`config.mk`:
```
export PLATFORM = sky130hd
export DESIGN_NAME = cursor_line_edit_buffer_flat
export DESIGN_NICKNAME = d
export VERILOG_FILES = /design/src/rtl/cle_pkg.sv /design/src/rtl/cle_if.sv /design/src/rtl/cle_ctrl.sv /design/src/rtl/cle_dp.sv /design/src/rtl/cursor_line_edit_buffer.sv /design/src/flat_wrapper.sv
export SDC_FILE = /design/constraint.sdc
export NUM_CORES = 1
export LEC_CHECK = 0
export BUFFER_PORTS_ARGS = -buffer_cell sky130_fd_sc_hd__buf_4
export CORE_UTILIZATION = 57
export CTS_CLUSTER_DIAMETER = 40
export DETAILED_ROUTE_END_ITERATION = 12
export MAX_ROUTING_LAYER = met4
export PLACE_DENSITY = 0.76
export SLEW_MARGIN = 20
export SYNTH_ARGS = -nofsm -noshare
export SYNTH_HDL_FRONTEND = slang
export SYNTH_SLANG_ARGS = --single-unit
export TNS_END_PERCENT = 50
```
`constraint.sdc`:
```
create_clock -name clk -period 2.8 [get_ports clk]
set_input_delay 0.84 -clock clk [delete_from_list [all_inputs] [get_ports clk]]
set_output_delay 0.84 -clock clk [all_outputs]
set_load 0.02 [all_outputs]
```
`src/rtl/cle_pkg.sv`:
```
`timescale 1ns / 1ps
`default_nettype none

package cle_pkg;

  // Command codes carried in the kind field of a request
  typedef enum logic [1:0] {
    KIND_LEFT  = 2'd0,
    KIND_RIGHT = 2'd1,
    KIND_DEL   = 2'd2,
    KIND_INS   = 2'd3
  } kind_t;

  // Controller to datapath
  typedef struct packed {
    logic take;        // latch a new request
    logic cur_dec;     // cursor one step left
    logic cur_inc;     // cursor one step right
    logic set_drop;    // insert refused, line full
    logic shift_init;  // load shift pointer for the latched command
    logic shift_rd;    // one shift move: read at pointer, write in the following cycle
    logic upd_del;     // finish a delete: length and cursor
    logic upd_ins;     // finish an insert: write byte, length and cursor
    logic emit_init;   // pointer back to the first character
    logic emit_rd;     // stream the line out
  } cle_cmd_t;

  // Datapath to controller
  typedef struct packed {
    kind_t kind;         // latched command
    logic  len_zero;     // line is empty
    logic  full;         // line holds DEPTH characters
    logic  cur_first;    // cursor on the first character
    logic  cur_lastpos;  // cursor on the last character
    logic  shift_last;   // current shift move is the final one
    logic  emit_end;     // final result of the line issued this cycle
    logic  s1_busy;      // read stage still holds a result
  } cle_sts_t;

endpackage

`default_nettype wire

```
`src/rtl/cle_if.sv`:
```
`timescale 1ns / 1ps
`default_nettype none

// Request channel: one edit command
interface cle_in_if;
  logic       valid;
  logic       ready;
  logic [1:0] kind;
  logic [7:0] ch;

  modport source (output valid, output kind, output ch, input ready);
  modport sink   (input valid, input kind, input ch, output ready);
endinterface

// Result channel: one character of the line
interface cle_out_if;
  logic       valid;
  logic       ready;
  logic [7:0] out_char;
  logic       at_cursor;
  logic       line_empty;
  logic       last;
  logic       dropped;

  modport source (output valid, output out_char, output at_cursor, output line_empty,
                  output last, output dropped, input ready);
  modport sink   (input valid, input out_char, input at_cursor, input line_empty,
                  input last, input dropped, output ready);
endinterface

`default_nettype wire

```
`src/rtl/cle_ctrl.sv`:
```
`timescale 1ns / 1ps
`default_nettype none

module cle_ctrl (
  input  wire logic             clk,
  input  wire logic             rst_n,
  input  wire logic             in_valid,
  output logic                  in_ready,
  input  wire cle_pkg::cle_sts_t sts,
  output cle_pkg::cle_cmd_t     cmd
);
  import cle_pkg::*;

  typedef enum logic [2:0] {
    S_IDLE,
    S_EXEC,
    S_SHIFT,
    S_FLUSH,
    S_UPDATE,
    S_EMIT,
    S_DRAIN
  } state_t;

  state_t state_r, state_nxt;

  // Next state and commands
  always_comb begin
    cmd       = '0;
    state_nxt = state_r;
    case (state_r)
      S_IDLE: begin
        cmd.take = in_valid;
        if (in_valid) state_nxt = S_EXEC;
      end
      S_EXEC: begin
        case (sts.kind)
          KIND_LEFT: begin
            cmd.cur_dec   = !sts.len_zero && !sts.cur_first;
            cmd.emit_init = 1'b1;
            state_nxt     = S_EMIT;
          end
          KIND_RIGHT: begin
            cmd.cur_inc   = !sts.len_zero && !sts.cur_lastpos;
            cmd.emit_init = 1'b1;
            state_nxt     = S_EMIT;
          end
          KIND_DEL: begin
            if (sts.len_zero) begin
              cmd.emit_init = 1'b1;
              state_nxt     = S_EMIT;
            end else if (sts.cur_lastpos) begin
              state_nxt = S_UPDATE;
            end else begin
              cmd.shift_init = 1'b1;
              state_nxt      = S_SHIFT;
            end
          end
          KIND_INS: begin
            if (sts.full) begin
              cmd.set_drop  = 1'b1;
              cmd.emit_init = 1'b1;
              state_nxt     = S_EMIT;
            end else if (sts.len_zero || sts.cur_lastpos) begin
              state_nxt = S_UPDATE;
            end else begin
              cmd.shift_init = 1'b1;
              state_nxt      = S_SHIFT;
            end
          end
          default: begin
            cmd.emit_init = 1'b1;
            state_nxt     = S_EMIT;
          end
        endcase
      end
      S_SHIFT: begin
        cmd.shift_rd = 1'b1;
        if (sts.shift_last) state_nxt = S_FLUSH;
      end
      // last pending shift write lands here
      S_FLUSH: begin
        state_nxt = S_UPDATE;
      end
      S_UPDATE: begin
        cmd.upd_del   = (sts.kind == KIND_DEL);
        cmd.upd_ins   = (sts.kind == KIND_INS);
        cmd.emit_init = 1'b1;
        state_nxt     = S_EMIT;
      end
      S_EMIT: begin
        cmd.emit_rd = 1'b1;
        if (sts.emit_end) state_nxt = S_DRAIN;
      end
      // read stage must empty before the next request may reuse the read port
      S_DRAIN: begin
        if (!sts.s1_busy) state_nxt = S_IDLE;
      end
      default: begin
        state_nxt = S_IDLE;
      end
    endcase
  end

  always_ff @(posedge clk) begin
    if (!rst_n) begin
      state_r <= S_IDLE;
    end else begin
      state_r <= state_nxt;
    end
  end

  assign in_ready = (state_r == S_IDLE);

endmodule

`default_nettype wire

```
`src/rtl/cle_dp.sv`:
```
`timescale 1ns / 1ps
`default_nettype none

module cle_dp #(
  parameter int DEPTH = 64
) (
  input  wire logic              clk,
  input  wire logic              rst_n,
  input  wire logic [1:0]        in_kind,
  input  wire logic [7:0]        in_ch,
  input  wire cle_pkg::cle_cmd_t cmd,
  output cle_pkg::cle_sts_t      sts,
  cle_out_if.source              out_chan
);
  import cle_pkg::*;

  localparam int AW = (DEPTH > 1) ? $clog2(DEPTH) : 1;
  localparam int LW = $clog2(DEPTH + 1);

  // Line storage
  logic [7:0] mem [DEPTH];
  logic [7:0] rdata_r;

  // Control state
  logic [LW-1:0] len_r, len_nxt;
  logic [AW-1:0] cur_r, cur_nxt;
  logic [AW-1:0] ptr_r, ptr_nxt;
  logic          pend_v_r;
  logic [AW-1:0] pend_a_r;
  kind_t         kind_r;
  logic [7:0]    ch_r;
  logic          drop_r, drop_nxt;

  // Read stage and output register
  logic s1_v_r, s1_v_nxt;
  logic s1_cur_r, s1_last_r, s1_empty_r, s1_drop_r;
  logic out_v_r, out_v_nxt;
  logic [7:0] out_char_r;
  logic out_cur_r, out_last_r, out_empty_r, out_drop_r;

  logic          is_del;
  logic          adv;
  logic          issue;
  logic          emit_last;
  logic          rd_en;
  logic          we;
  logic [AW-1:0] wa;
  logic [7:0]    wd;
  logic [AW-1:0] cur_p1;

  // Status
  assign is_del          = (kind_r == KIND_DEL);
  assign cur_p1          = cur_r + AW'(1);
  assign sts.kind        = kind_r;
  assign sts.len_zero    = (len_r == '0);
  assign sts.full        = (len_r == LW'(DEPTH));
  assign sts.cur_first   = (cur_r == '0);
  assign sts.cur_lastpos = ((LW'(cur_r) + LW'(1)) == len_r);
  assign sts.shift_last  = is_del ? ((LW'(ptr_r) + LW'(1)) == len_r) : (ptr_r == cur_p1);
  assign emit_last       = sts.len_zero || ((LW'(ptr_r) + LW'(1)) == len_r);
  assign sts.emit_end    = issue && emit_last;
  assign sts.s1_busy     = s1_v_r;

  // Result pipeline advance
  assign adv   = !out_v_r || out_chan.ready;
  assign issue = cmd.emit_rd && adv;
  assign rd_en = issue || cmd.shift_rd;

  // Write port: pending shift move or the inserted byte
  always_comb begin
    we = 1'b0;
    wa = pend_a_r;
    wd = rdata_r;
    if (pend_v_r) begin
      we = 1'b1;
    end else if (cmd.upd_ins) begin
      we = 1'b1;
      wa = sts.len_zero ? '0 : cur_p1;
      wd = ch_r;
    end
  end

  always_ff @(posedge clk) begin
    if (we) mem[wa] <= wd;
    if (rd_en) rdata_r <= mem[ptr_r];
  end

  // Length, cursor, pointer
  always_comb begin
    len_nxt  = len_r;
    cur_nxt  = cur_r;
    ptr_nxt  = ptr_r;
    drop_nxt = drop_r;
    if (cmd.take) drop_nxt = 1'b0;
    if (cmd.set_drop) drop_nxt = 1'b1;
    if (cmd.cur_dec) cur_nxt = cur_r - AW'(1);
    if (cmd.cur_inc) cur_nxt = cur_p1;
    if (cmd.upd_del) begin
      len_nxt = len_r - LW'(1);
      if (sts.cur_lastpos && !sts.cur_first) cur_nxt = cur_r - AW'(1);
    end
    if (cmd.upd_ins) begin
      len_nxt = len_r + LW'(1);
      cur_nxt = sts.len_zero ? '0 : cur_p1;
    end
    if (cmd.shift_init) ptr_nxt = is_del ? cur_p1 : AW'(len_r - LW'(1));
    if (cmd.shift_rd) ptr_nxt = is_del ? (ptr_r + AW'(1)) : (ptr_r - AW'(1));
    if (cmd.emit_init) ptr_nxt = '0;
    if (issue) ptr_nxt = ptr_r + AW'(1);
  end

  always_comb begin
    s1_v_nxt  = adv ? issue : s1_v_r;
    out_v_nxt = adv ? s1_v_r : out_v_r;
  end

  // Control registers
  always_ff @(posedge clk) begin
    if (!rst_n) begin
      len_r    <= '0;
      cur_r    <= '0;
      ptr_r    <= '0;
      pend_v_r <= 1'b0;
      drop_r   <= 1'b0;
      s1_v_r   <= 1'b0;
      out_v_r  <= 1'b0;
    end else begin
      len_r    <= len_nxt;
      cur_r    <= cur_nxt;
      ptr_r    <= ptr_nxt;
      pend_v_r <= cmd.shift_rd;
      drop_r   <= drop_nxt;
      s1_v_r   <= s1_v_nxt;
      out_v_r  <= out_v_nxt;
    end
  end

  // Payload registers
  always_ff @(posedge clk) begin
    if (cmd.take) begin
      kind_r <= kind_t'(in_kind);
      ch_r   <= in_ch;
    end
    if (cmd.shift_rd) pend_a_r <= is_del ? (ptr_r - AW'(1)) : (ptr_r + AW'(1));
    if (issue) begin
      s1_cur_r   <= !sts.len_zero && (ptr_r == cur_r);
      s1_last_r  <= emit_last;
      s1_empty_r <= sts.len_zero;
      s1_drop_r  <= drop_r;
    end
    if (adv && s1_v_r) begin
      out_char_r  <= s1_empty_r ? 8'd0 : rdata_r;
      out_cur_r   <= s1_cur_r;
      out_last_r  <= s1_last_r;
      out_empty_r <= s1_empty_r;
      out_drop_r  <= s1_drop_r;
    end
  end

  assign out_chan.valid      = out_v_r;
  assign out_chan.out_char   = out_char_r;
  assign out_chan.at_cursor  = out_cur_r;
  assign out_chan.line_empty = out_empty_r;
  assign out_chan.last       = out_last_r;
  assign out_chan.dropped    = out_drop_r;

`ifndef SYNTHESIS
  a_cur_in_line: assert property (@(posedge clk) disable iff (!rst_n)
    (len_r != '0) |-> (LW'(cur_r) < len_r))
    else $error("cursor beyond end of line");

  a_empty_cur_zero: assert property (@(posedge clk) disable iff (!rst_n)
    (len_r == '0) |-> (cur_r == '0))
    else $error("cursor not at zero on empty line");

  a_len_bound: assert property (@(posedge clk) disable iff (!rst_n)
    len_r <= LW'(DEPTH))
    else $error("line length above depth");

  a_one_writer: assert property (@(posedge clk) disable iff (!rst_n)
    !(pend_v_r && cmd.upd_ins))
    else $error("shift write collides with insert write");

  a_s1_hold: assert property (@(posedge clk) disable iff (!rst_n)
    (s1_v_r && !adv) |=> (s1_v_r && $stable(rdata_r)))
    else $error("read stage lost data under backpressure");
`endif

endmodule

`default_nettype wire

```
`src/rtl/cursor_line_edit_buffer.sv`:
```
`timescale 1ns / 1ps
`default_nettype none

// One request at a time: each request, edit or not, gives r results (r = line length, or one
// when empty), and the next request is accepted only after the read stage has drained.
// A move, a refused insert or a delete on an empty line goes straight to the results; any
// other edit passes an update step, and a shifting edit first moves each shifted character
// in memory and then passes a flush step. Sink stalls hold the results and delay the next accept.
// Synchronous active-low reset empties the line and the cursor; memory is not cleared.
module cursor_line_edit_buffer #(
  parameter int DEPTH = 64
) (
  input  wire logic  clk,
  input  wire logic  rst_n,
  cle_in_if.sink     in_chan,
  cle_out_if.source  out_chan
);
  import cle_pkg::*;

  cle_cmd_t cmd;
  cle_sts_t sts;

  cle_ctrl u_ctrl (
    .clk      (clk),
    .rst_n    (rst_n),
    .in_valid (in_chan.valid),
    .in_ready (in_chan.ready),
    .sts      (sts),
    .cmd      (cmd)
  );

  cle_dp #(
    .DEPTH (DEPTH)
  ) u_dp (
    .clk      (clk),
    .rst_n    (rst_n),
    .in_kind  (in_chan.kind),
    .in_ch    (in_chan.ch),
    .cmd      (cmd),
    .sts      (sts),
    .out_chan (out_chan)
  );

endmodule

`default_nettype wire
```
`src/flat_wrapper.sv`:
```
// flat-port wrapper written by rule: the top's interface ports become plain ports
module cursor_line_edit_buffer_flat import cle_pkg::*;
#(
  parameter int DEPTH = 64
)
  (clk, rst_n, in_chan_valid, in_chan_kind, in_chan_ch, in_chan_ready, out_chan_valid, out_chan_out_char, out_chan_at_cursor, out_chan_line_empty, out_chan_last, out_chan_dropped, out_chan_ready);
  cle_in_if in_chan_i ();
  cle_out_if out_chan_i ();
  input  wire logic clk;
  input  wire logic rst_n;
  input wire logic [$bits(in_chan_i.valid)-1:0] in_chan_valid;
  input wire logic [$bits(in_chan_i.kind)-1:0] in_chan_kind;
  input wire logic [$bits(in_chan_i.ch)-1:0] in_chan_ch;
  output wire logic [$bits(in_chan_i.ready)-1:0] in_chan_ready;
  output wire logic [$bits(out_chan_i.valid)-1:0] out_chan_valid;
  output wire logic [$bits(out_chan_i.out_char)-1:0] out_chan_out_char;
  output wire logic [$bits(out_chan_i.at_cursor)-1:0] out_chan_at_cursor;
  output wire logic [$bits(out_chan_i.line_empty)-1:0] out_chan_line_empty;
  output wire logic [$bits(out_chan_i.last)-1:0] out_chan_last;
  output wire logic [$bits(out_chan_i.dropped)-1:0] out_chan_dropped;
  input wire logic [$bits(out_chan_i.ready)-1:0] out_chan_ready;
  assign in_chan_i.valid = in_chan_valid;
  assign in_chan_i.kind = in_chan_kind;
  assign in_chan_i.ch = in_chan_ch;
  assign in_chan_ready = in_chan_i.ready;
  assign out_chan_valid = out_chan_i.valid;
  assign out_chan_out_char = out_chan_i.out_char;
  assign out_chan_at_cursor = out_chan_i.at_cursor;
  assign out_chan_line_empty = out_chan_i.line_empty;
  assign out_chan_last = out_chan_i.last;
  assign out_chan_dropped = out_chan_i.dropped;
  assign out_chan_i.ready = out_chan_ready;
  cursor_line_edit_buffer #(.DEPTH(DEPTH)) u_core (.clk(clk), .rst_n(rst_n), .in_chan(in_chan_i), .out_chan(out_chan_i));
endmodule
```
### After elaboration in Yosys (flattened, before gate mapping)

Memory sizes are Yosys's and may differ from the RTL's. A register that Yosys moved wholly into a read port is not among the register bits.
Index checks and enable logic that the tools add are counted.

| word-level totals | value |
|---|---|
| register bits | 58 |
| bits in writable memories | 512 |
| input bits | 14 |
| output and inout bits | 14 |
| logic and storage cells | 124 |
| memories | 1 |

Memory list:

| name | depth | bits a word | rd ports | clocked after memory_dff | wr ports | RTL line | source |
|---|---|---|---|---|---|---|---|
| u_core.u_dp.mem | 64 | 8 | 1 | 1 | 1 | cle_dp.sv:21 | `logic [7:0] mem [DEPTH];` |

| operators by class | value |
|---|---|
| $add $sub $neg | 8 |
| eq/ne operators | 18 |
| multiplexer cells | 53 |
| reduce and logical (&&, ||, !) cells | 24 |

Operators by type and width:

| cell | count |
|---|---|
| two-way mux 6 bit | 15 |
| two-way mux 3 bit | 8 |
| case mux 3 bit (7 select lines) | 1 |
| two-way mux 1 bit | 19 |
| two-way mux 8 bit | 2 |
| adder 6 x 1 -> 7 bit (second input constant) | 2 |
| equality test 7 bit | 2 |
| two-way mux 7 bit | 2 |
| adder 6 x 1 -> 6 bit (second input constant) | 2 |
| equality test 6 bit | 2 |
| subtractor 6 x 1 -> 6 bit (second input constant) | 2 |
| equality test 3 bit (second input constant) | 3 |
| case mux 3 bit (3 select lines) | 1 |
| adder 7 x 1 -> 7 bit (second input constant) | 1 |
| equality test 7 bit (second input constant) | 1 |
| logical AND 1 bit | 7 |
| logical NOT 7 bit | 1 |
| subtractor 7 x 1 -> 7 bit (second input constant) | 1 |
| equality test 3 x 2 -> 1 bit (second input constant) | 2 |
| logical NOT 6 bit | 1 |
| equality test 2 bit (second input constant) | 2 |
| logical NOT 1 bit | 4 |
| logical OR 1 bit | 4 |
| two-way mux 4 bit | 1 |
| 13 further kinds | 17 |

### Logic depth before layout (Yosys ltp)

Gate-level depths: netlist of the first run.

| depth | value |
|---|---|
| depth in word-level cells | 12 |
| depth in mapped cells | 13 |
| gate-level depth less buffers | 9 |

### Modules after synthesis

A second synthesis of the first run with hierarchy kept.

| second synthesis, totals | value |
|---|---|
| cells, all modules | 1281 |
| area, all modules | 23852.9 um^2 |

Modules (own cells, without submodules):

| module | instances | cells an instance | area each (um^2) | seq. area each (um^2) |
|---|---|---|---|---|
| cle_dp | 1 | 1234 | 23497.5 | 17036.3 |
| cle_ctrl | 1 | 47 | 355.3 | 60.1 |

### Worst setup path after synthesis of the first run

No wires, ideal clock.

| timing path | value |
|---|---|
| path kind | reg2reg |
| from | register u_core.u_dp.len_r[0] |
| to | memory u_core.u_dp.mem[47][0] (enable) |
| setup time | 0.370 ns |
| data arrival time | 2.600 ns |
| path slack | -0.170 ns |
| stages on the path, launching flop included | 11 |
| clock period less this slack | 2.970 ns |
| path through | dfxtp_1 -> clkbuf_1 -> inv_1 -> ha_1 -> nor3b_1 -> and2_1 -> buf_2 -> buf_2 -> o31ai_1 -> nand2_1 -> nor2_1 |

RTL lines:

| element | RTL line | source |
|---|---|---|
| start, declared | cle_dp.sv:25 | `logic [LW-1:0] len_r, len_nxt;` |
| start signal, assigned | cle_dp.sv:128 | `len_r <= len_nxt;` |
| end, declared | cle_dp.sv:21 |  |

==> results of run 1 <==
[state kept, by name (all words and copies together) (netlist names)]
signal and flops:
u_core.u_ctrl.state_r 3, u_core.u_dp.ch_r 8, u_core.u_dp.cur_r 6, u_core.u_dp.drop_r 1
u_core.u_dp.kind_r 2, u_core.u_dp.len_r 7, u_core.u_dp.mem 512, u_core.u_dp.out_chan.at_cursor 1
u_core.u_dp.out_chan.dropped 1, u_core.u_dp.out_chan.last 1, u_core.u_dp.out_chan.line_empty 1, u_core.u_dp.out_chan.out_char 8
u_core.u_dp.out_chan.valid 1, u_core.u_dp.pend_a_r 6, u_core.u_dp.pend_v_r 1, u_core.u_dp.ptr_r 6
u_core.u_dp.rdata_r 8, u_core.u_dp.s1_cur_r 1, u_core.u_dp.s1_drop_r 1, u_core.u_dp.s1_empty_r 1
u_core.u_dp.s1_last_r 1, u_core.u_dp.s1_v_r 1
[what timing repair did]
action | 4_1_cts | 5_1_grt
hold buffers | 0 | 0
setup endpoints to repair | 82 | 433
gates resized for setup | 9 | 20
pin swaps | 0 | 4
buffers inserted | 0 | 2
cloned | 1 | 0
[critical path: stages, from the launching register on]
cell and delay, ps:
dfxtp_4 450, buf_16 240, buf_8 180, mux4_2 530
mux4_2 570, mux4_2 550
[routing by layer]
layer | up-vias | track usage [%] | routed length [um]
met2 | 734 | 45.5 | 29600
met1 | 6992 | 37.9 | 22400
li1 | 5632 | - | -
met5 | - | - | 0
met4 | 0 | 8.75 | 1450
met3 | 96 | 6.70 | 5130
[final cells by class]
class                           instances  area, um^2  share of cell area (%)
Multi-Input combinational cell        625        6930                    23.9
Clock inverter                         47         538                    1.85
Tap cell                              532         666                    2.29
Timing Repair Buffer                  177        1770                    6.11
Inverter                               16        60.1                   0.207
Clock buffer                           84        1950                    6.73
Antenna cell                            1        2.50                 0.00862
Sequential cell                       578       17100                    58.9
[per-stage QoR]
step | total power (W) | utilization, % | hold slack, ps | setup TNS, ps
floorplan | 0.0153 | - | 400 | -29120
global placement | 0.0176 | 63.7 | 404 | -203
detailed placement | 0.0178 | 63.7 | 416 | -429
CTS | 0.0274 | 69.9 | 399 | -1830
global route | 0.0283 | 70.3 | 401 | -1890
finish | 0.0274 | 70.3 | 420 | -19.5
[logic make-up after synthesis]
logic type	after synthesis
flops	578
simple gates	268
mux	184
compound gates	125
buf+inv	96
xor+xnor	41
fa+ha+maj	7
[cells in the final DEF (no fill, tap or decap), drive strengths merged, types with 8 or more instances in the layout]
master,synthesis,routed
edfxtp,552,552
buf,39,176
mux4,166,166
nor2,95,95
clkbuf,41,84
nand2,59,59
inv,14,30
xnor2,28,28
dfxtp,26,26
o21ai,24,24
clkinv,2,21
nand3,20,20
a21oi,19,19
nor2b,18,18
and3,13,13
and2,12,12
nor3,11,11
xor2,11,11
mux2i,10,10
nand2b,8,8
bufinv,0,8
mux2,8,8
[power by group through the flow]
| stage | clock network (W) | registers [W] | logic [W] |
|---|---|---|---|
| 2_1_floorplan | 0 | 0.0109 | 0.00437 |
| 3_3_place_gp | 0 | 0.0111 | 0.00653 |
| 3_5_place_dp | 0 | 0.0111 | 0.00671 |
| 4_1_cts | 0.00966 | 0.0109 | 0.00687 |
| 5_1_grt | 0.00999 | 0.0109 | 0.00736 |
| 6_report | 0.00956 | 0.0109 | 0.00698 |
[worst max path at each step]
stage                                      start                               end  cells past startpoint
4_1_cts        u_core.u_dp.len_r[0]$_SDFFE_PN0P_  u_core.u_dp.mem[23][4]$_DFFE_PP_                      9
6_report       u_core.u_dp.ptr_r[0]$_SDFFE_PN0P_  u_core.u_dp.rdata_r[0]$_DFFE_PP_                      5
3_3_place_gp   u_core.u_dp.ptr_r[0]$_SDFFE_PN0P_  u_core.u_dp.rdata_r[0]$_DFFE_PP_                      5
3_5_place_dp   u_core.u_dp.ptr_r[0]$_SDFFE_PN0P_  u_core.u_dp.rdata_r[0]$_DFFE_PP_                      5
2_1_floorplan  u_core.u_dp.len_r[0]$_SDFFE_PN0P_   u_core.u_dp.mem[0][0]$_DFFE_PP_                     11
5_1_grt          u_core.u_dp.cur_r[2]$_SDFF_PN0_  u_core.u_dp.mem[51][6]$_DFFE_PP_                      9
==> run summary, run 1 <==
LAYOUT
------------------------------------------------------------------------------------------
Number of cells in the finished layout apart from fillers                             2060
Number of filler cells placed in the layout                                           2447
Layout cells sized above 1                                                           37.4%
Area Growth Syn to Fin                                                               20.5%
Post-route standard cell area excluding fillers                                0.0290 mm^2
Nets@finish                                                                           1491

LOGIC SYNTHESIS
------------------------------------------------------------------------------------------
Warnings, synthesis                                                                      0
XOR/XNOR Fraction of Synth Area                                                      1.61%
Post-synthesis mux area share                                                        16.3%
Most common cell in the netlist                                                   edfxtp_1
Leading cell types by total area after synthesis                              edfxtp_1, mux4_2, dfxtp_1, nor2_1, xnor2_1
Synthesized-area fraction occupied by and/or/nand/nor cells                          5.34%
Sequential area share after synthesis                                                71.0%
Number of flops mapped to enable cells by yosys                                        552
Synthesized area per cell                                                        18.5 um^2
Compound-cell area share of the yosys netlist                                        3.65%
Synthesized flop and latch total                                                       578
Leading register cell type out of synthesis                                       edfxtp_1
Dominant cell type by area after synthesis                                        edfxtp_1
Share of synthesized cell area in full adder, half adder and majority cells         0.364%
Fraction of post-synthesis cell area in the top cell type by area                    68.8%
Synthesized cell area                                                          0.0241 mm^2
Fraction of registers with async set or reset after synthesis                           0%
Post-Syn Nets                                                                         1320
Ranking of synthesized cells by instance count                                edfxtp_1, mux4_2, nor2_1
Combinational family with the most area after synthesis                       multiplexers
Number of instances in the synthesized netlist                                        1299
Number of different library cells in the post-synthesis netlist                         70

TIMING
------------------------------------------------------------------------------------------
Min Clock Period, post-route                                                       2820 ps
Number of endpoints with negative hold slack in the final report                         0
Final setup viols                                                                        1
Post-route setup slack                                                            -19.5 ps
Transition time at the pin with the least slew margin                               967 ps
Worst slew margin relative to its limit                                              35.3%
F_max                                                                              355 MHz
Share of the clock period used by the worst path                                      101%
Post-Route Skew                                                                    24.4 ps
Number of slew-limit violations in the final report                                      0
Unrepaired setup endpoints after global routing                                        yes

PLACE
------------------------------------------------------------------------------------------
Instance count after placement with tap cells included                                1925
Worst setup slack after placement                                                  -114 ps
Standard cell area after detailed placement                                    0.0263 mm^2
Global placement routability congestion                                              0.933
Count of input and output buffers                                                       27
Sum of net half-perimeters after detailed placement                                35.3 mm

GRT
------------------------------------------------------------------------------------------
Pin count of the biggest net entering global routing                                    65
Initial antenna violation count                                                          1
Wire length of the first global-routing pass                                       87.2 mm
Total grt overflow                                                                       0
Via count of the first global-routing pass                                           13566
Tot GR Track Use                                                                     28.9%

POWER AND IR DROP
------------------------------------------------------------------------------------------
Share of power burned in the clock network                                           34.8%
Internal power                                                                    0.0194 W
Sequential Power Share                                                               39.7%
Fraction of power consumed by combinational cells                                    25.4%
Worst VDD drop                                                                     1.11 mV
Net Sw Frac                                                                          29.3%
Leakage power                                                                      9.37 nW
Power per unit of standard cell area                                           945 mW/mm^2
Psw                                                                              0.00804 W

DRT
------------------------------------------------------------------------------------------
Vias per Instance                                                                     6.53
Detailed-route via count                                                             13454
Number of DRC violations after detailed routing                                          0
Antenna-violating nets left                                                              0
Detailed-router iteration count before antenna repair                                    5
Routed wire length per instance                                                    28.5 um
Total wirelength of the detailed-routed design                                     58.6 mm
Violation count after the first detailed-route iteration                              1680

CLOCK TREE
------------------------------------------------------------------------------------------
Cell at the root of the clock tree                                               clkbuf_16
TritonCTS Sinks                                                                        578
Htree depth                                                                              3
Clock insertion delay at the later pin of the skew report                           600 ps
Buffers from clock root to sink, at most                                                 3
CTS tree                                                                              done
Num CTS Buffers                                                                         72
Clock-pin slew on the worst setup and hold paths                                     50 ps

SETUP PATH
------------------------------------------------------------------------------------------
Reg-to-reg slack, setup                                                             -20 ps
Capture instance of the worst register-to-register path                       u_core.u_dp.rdata_r[0]$_DFFE_PP_
Worst R2R Start                                                               u_core.u_dp.ptr_r[0]$_SDFFE_PN0P_
Worst r2r path cells                                                                     5
Crit path arrival time                                                             3120 ps
Critical-path maximum fanout                                                            14
Worst Path Class, Setup                                                            reg2reg
Required time of the critical path                                                 3100 ps
Worst Setup End Kind                                                              register
Launching element type of the critical path                                       register

DIE
------------------------------------------------------------------------------------------
Overall die area                                                               0.0431 mm^2
Standard-cell rows                                                                      74
Horizontal die dimension                                                            208 um
Initial Utilization                                                                  58.3%
DIE HEIGHT                                                                          208 um
Core region area                                                               0.0413 mm^2
IO Count                                                                                28

RUN STATUS
------------------------------------------------------------------------------------------
Status                                                                        finished with violations
Violated checks                                                               setup timing

WORST HOLD PATH
------------------------------------------------------------------------------------------
Hold Crit Start                                                               in_chan_ch[3]
Hold-critical path depth                                                                 1
Path type of the worst min-delay path                                               in2reg
Capture endpoint of the worst hold path                                       u_core.u_dp.ch_r[3]$_DFFE_PP_

JOB
------------------------------------------------------------------------------------------
Max-cap violations                                                                       0

No activity file was read; power rests on OpenSTA's default activity.
==> run 2: changes to the inputs <==
ABC_AREA = 1   (was unset)
==> run 2 against run 1 <==
Compared with the run above:
- the flow now finishes without violations
- first-iteration DRC count up 62%
- sequential power down 5%
- maximum frequency up 3.2%
- critical path depth up 5
- combinational power up 3.3%
- power down 3.5%
- register-to-register slack better by 90 ps
- worst setup slack better by 88 ps
- flip-flop and latch count unchanged
- count of clock-buffer cells in the layout down 4
- synthesized cell count up 62%
- wire length up 17%
- largest power group unchanged
==> run summary, run 2 <==
TIMING
--------------------------------------------------------------------------------
Share of the clock period used by the worst path                           97.6%   was 101%
Unrepaired setup endpoints after global routing                              yes   unchanged
Post-Route Skew                                                          35.8 ps   was 24.4 ps
F_max                                                                    366 MHz   was 355 MHz
Final setup viols                                                              0   was 1
Final-layout setup total negative slack                                     0 ps   was -19.5 ps
Worst slew margin relative to its limit                                    21.9%   was 35.3%
Transition time at the pin with the least slew margin                    1170 ps   was 967 ps
Min Clock Period, post-route                                             2730 ps   was 2820 ps
Number of endpoints with negative hold slack in the final report               0   unchanged
Number of slew-limit violations in the final report                            0   unchanged

POWER AND IR DROP
--------------------------------------------------------------------------------
Leakage power                                                            9.94 nW   was 9.37 nW
Power per unit of standard cell area                                 925 mW/mm^2   was 945 mW/mm^2
Sequential Power Share                                                     39.1%   was 39.7%
Share of power burned in the clock network                                 33.6%   was 34.8%
Post-route total power                                                  0.0265 W   was 0.0274 W
Internal power                                                          0.0175 W   was 0.0194 W
Worst VDD drop                                                          0.827 mV   was 1.11 mV
Psw                                                                    0.00897 W   was 0.00804 W
Fraction of power consumed by combinational cells                          27.2%   was 25.4%
Net Sw Frac                                                                33.9%   was 29.3%

LAYOUT
--------------------------------------------------------------------------------
Number of cells in the finished layout apart from fillers                   2818   was 2060
Number of filler cells placed in the layout                                 2933   was 2447
Register with the most flip-flops                                   u_core.u_dp.mem   unchanged
Most frequent cells in the layout                                   edfxtp_1, nor2_1, o21ai_0, nand2_1, buf_4   was edfxtp_1, mux4_2, buf_4, clkbuf_16, nor2_2
Nets@finish                                                                 2244   was 1491
Area Growth Syn to Fin                                                     17.1%   was 20.5%
Layout cells sized above 1                                                 16.2%   was 37.4%
Max reg flops                                                                512   unchanged
Most common library cell in the layout ignoring fill and taps           edfxtp_1   unchanged
N_diodes                                                                       0   was 1

GRT
--------------------------------------------------------------------------------
Wire length of the first global-routing pass                              103 mm   was 87.2 mm
Met1 capacity usage during global routing                                  44.4%   was 37.9%
Initial antenna violation count                                                0   was 1
Highest-utilization routing layer at the global route stage                 met2   unchanged
Tot GR Track Use                                                           32.7%   was 28.9%
Via count of the first global-routing pass                                 17059   was 13566
GRT met3 Usage                                                             7.39%   was 6.70%
Total grt overflow                                                             0   unchanged
Met2 GRT Util                                                              48.8%   was 45.5%
Pin count of the biggest net entering global routing                          95   was 65

SETUP PATH
--------------------------------------------------------------------------------
Launching element type of the critical path                             register   unchanged
Cell repeated most along the worst path                                   nor2_1   was mux4_2
Critical path, cell by cell                                         nor2_4 -> nand2_4 -> nor2_8 -> buf_4 -> or2_2 -> inv_1 -> nor2_1 -> nand2_1 -> buf_12 -> nor2_1   was buf_16 -> buf_8 -> mux4_2 -> mux4_2 -> mux4_2
Crit path arrival time                                                   2950 ps   was 3120 ps
Buffer and inverter count on the worst path                                    3   was 2
Worst Setup End Kind                                                    register   unchanged
Highest-delay cell along the critical path                                nor2_1   was mux4_2
Required time of the critical path                                       3020 ps   was 3100 ps
Cell family with the largest share of critical-path delay           simple AND/OR/NAND/NOR gates   was multiplexers
Critical-path maximum fanout                                                  14   unchanged
Worst Path Class, Setup                                                  reg2reg   unchanged
Critical Path Max Stage Delay                                             450 ps   was 570 ps

LOGIC SYNTHESIS
--------------------------------------------------------------------------------
Number of different library cells in the post-synthesis netlist               46   was 70
Post-Syn Nets                                                               2120   was 1320
Synthesized flop and latch total                                             578   unchanged
Warnings, synthesis                                                            0   unchanged
Fraction of post-synthesis cell area in the top cell type by area          67.8%   was 68.8%
Leading register cell type out of synthesis                             edfxtp_1   unchanged
Number of flops mapped to enable cells by yosys                              552   unchanged
Most common cell in the netlist                                         edfxtp_1   unchanged
Sequential area share after synthesis                                      69.9%   was 71.0%
Synthesized area per cell                                              11.6 um^2   was 18.5 um^2
Fraction of registers with async set or reset after synthesis                 0%   unchanged
Synthesized cell area                                                0.0244 mm^2   was 0.0241 mm^2
Number of instances in the synthesized netlist                              2099   was 1299
Leading cell types by total area after synthesis                    edfxtp_1, o21ai_0, nor2_1, nand2_1, nand3_1   was edfxtp_1, mux4_2, dfxtp_1, nor2_1, xnor2_1
Ranking of synthesized cells by instance count                      edfxtp_1, nor2_1, o21ai_0   was edfxtp_1, mux4_2, nor2_1
Dominant cell type by area after synthesis                              edfxtp_1   unchanged

PLACE
--------------------------------------------------------------------------------
Sum of net half-perimeters after detailed placement                      42.8 mm   was 35.3 mm
Global placement routability congestion                                     1.03   was 0.933
Count of input and output buffers                                             27   unchanged
Instance count after placement with tap cells included                      2690   was 1925

DIE
--------------------------------------------------------------------------------
Horizontal die dimension                                                  209 um   was 208 um
Initial Utilization                                                        58.0%   was 58.3%
DIE HEIGHT                                                                209 um   was 208 um
Standard-cell rows                                                            75   was 74
Core region area                                                     0.0421 mm^2   was 0.0413 mm^2
IO Count                                                                      28   unchanged
Overall die area                                                     0.0437 mm^2   was 0.0431 mm^2

DRT
--------------------------------------------------------------------------------
Antenna-violating nets left                                                    0   unchanged
Detailed-route via count                                                   17955   was 13454
Detailed-router iteration count before antenna repair                          5   unchanged
Total wirelength of the detailed-routed design                           68.4 mm   was 58.6 mm
Routed wire length per instance                                          24.3 um   was 28.5 um
Vias per Instance                                                           6.37   was 6.53
Violation count after the first detailed-route iteration                    2715   was 1680
Number of DRC violations after detailed routing                                0   unchanged

CLOCK TREE
--------------------------------------------------------------------------------
Clock insertion delay at the later pin of the skew report                 600 ps   about the same
Post-CTS setup buffer count                                                    0   unchanged
Clock-pin slew on the worst setup and hold paths                           60 ps   was 50 ps
Htree depth                                                                    3   unchanged
Cell at the root of the clock tree                                     clkbuf_16   unchanged
Post-CTS sizing                                                                0   was 9
Buffers from clock root to sink, at most                                       3   unchanged
CTS tree                                                                    done   unchanged
Num CTS Buffers                                                               70   was 72
Number of buffers inserted by hold repair at cts                               0   unchanged
TritonCTS Sinks                                                              578   unchanged

WORST HOLD PATH
--------------------------------------------------------------------------------
Path type of the worst min-delay path                                    reg2reg   was in2reg

RUN STATUS
--------------------------------------------------------------------------------
Status                                                              finished clean   was finished with violations

JOB
--------------------------------------------------------------------------------
Max-cap violations                                                             0   unchanged

[run 2: changes by cell type after synthesis, moves of 17 or more]
| cell | change |
|---|---|
| a21oi_1 | +20 |
| clkbuf_1 | +53 |
| inv_1 | +62 |
| mux4_2 | -166 |
| nand2_1 | +164 |
| nand3_1 | +88 |
| nand4_1 | +25 |
| nor2_1 | +295 |
| nor2b_1 | -17 |
| o21ai_0 | +271 |
| o221ai_1 | +56 |
| o22ai_1 | +67 |
| xnor2_1 | -21 |
[run 2: path summary, 6_finish.rpt]
kind | startpoint | to | slack [ps] | cells after the start
worst max-delay path | u_core.u_ctrl.state_r[0]$_SDFFE_PN0P_ | u_core.u_dp.mem[61][0]$_DFFE_PP_ | 70 | 10
worst max register to register | u_core.u_ctrl.state_r[0]$_SDFFE_PN0P_ | u_core.u_dp.mem[61][0]$_DFFE_PP_ | 70 | 10
worst min-delay path | u_core.u_dp.s1_last_r$_DFFE_PP_ | u_core.u_dp.out_chan.last$_DFFE_PP_ | 420 | 0
worst min register to register | u_core.u_dp.s1_last_r$_DFFE_PP_ | u_core.u_dp.out_chan.last$_DFFE_PP_ | 420 | 0
[run 2: layout make-up]
cell class | count | area, um^2 | share of cell area [%]
Sequential cell | 578 | 17100 | 59.8
Multi-Input combinational cell | 1310 | 6640 | 23.2
Clock buffer | 80 | 1860 | 6.51
Timing Repair Buffer | 178 | 1560 | 5.45
Tap cell | 539 | 674 | 2.36
Clock inverter | 48 | 458 | 1.60
Inverter | 85 | 324 | 1.13
[run 2: layer usage]
| layer | vias up | wire length (um) |
|---|---|---|
| li1 | 7896 | - |
| met1 | 8643 | 26900 |
| met2 | 1267 | 31200 |
| met3 | 149 | 8170 |
| met4 | 0 | 2160 |
| met5 | - | 0 |
[run 2: worst register-to-register path, cell delays in order, from the launching register on]
cell,delay [ps]
dfxtp_1,360
nor2_4,170
nand2_4,110
nor2_8,120
buf_4,240
or2_2,140
inv_1,60
nor2_1,330
nand2_1,190
buf_12,190
nor2_1,450
[run 2: kinds of logic after synthesis]
kind of cell / after synthesis / synth area share (%)
buffers and inverters: 211 / 3.46
AOI/OAI and AO/OA: 495 / 11.8
and+or+nand+nor: 790 / 13.8
adders and majority gates: 7 / 0.358
DFF: 578 / 69.9
xor gates and xnor gates: 18 / 0.645
[run 2: per-stage QoR]
stage / setup WS (ps) / util (%) / cell area [um^2] / hold slack, ps
after floorplan: -523 / - / 24400 / 400
after global placement: 138 / 62.3 / 26300 / 405
after detailed placement: 50.0 / 62.3 / 26300 / 416
after CTS: 66.3 / 67.8 / 28600 / 410
after global routing: -114 / 67.9 / 28600 / 412
final: 68.5 / 67.9 / 28600 / 424
[run 2: power by group through the flow]
stage	Sequential [W]	Clock, W	Combinational [W]
after floorplan	0.0106	0	0.00416
after global placement	0.0105	0	0.00687
after detailed placement	0.0105	0	0.00692
after CTS	0.0104	0.00897	0.00698
after global routing	0.0104	0.00931	0.00768
final	0.0104	0.00890	0.00721
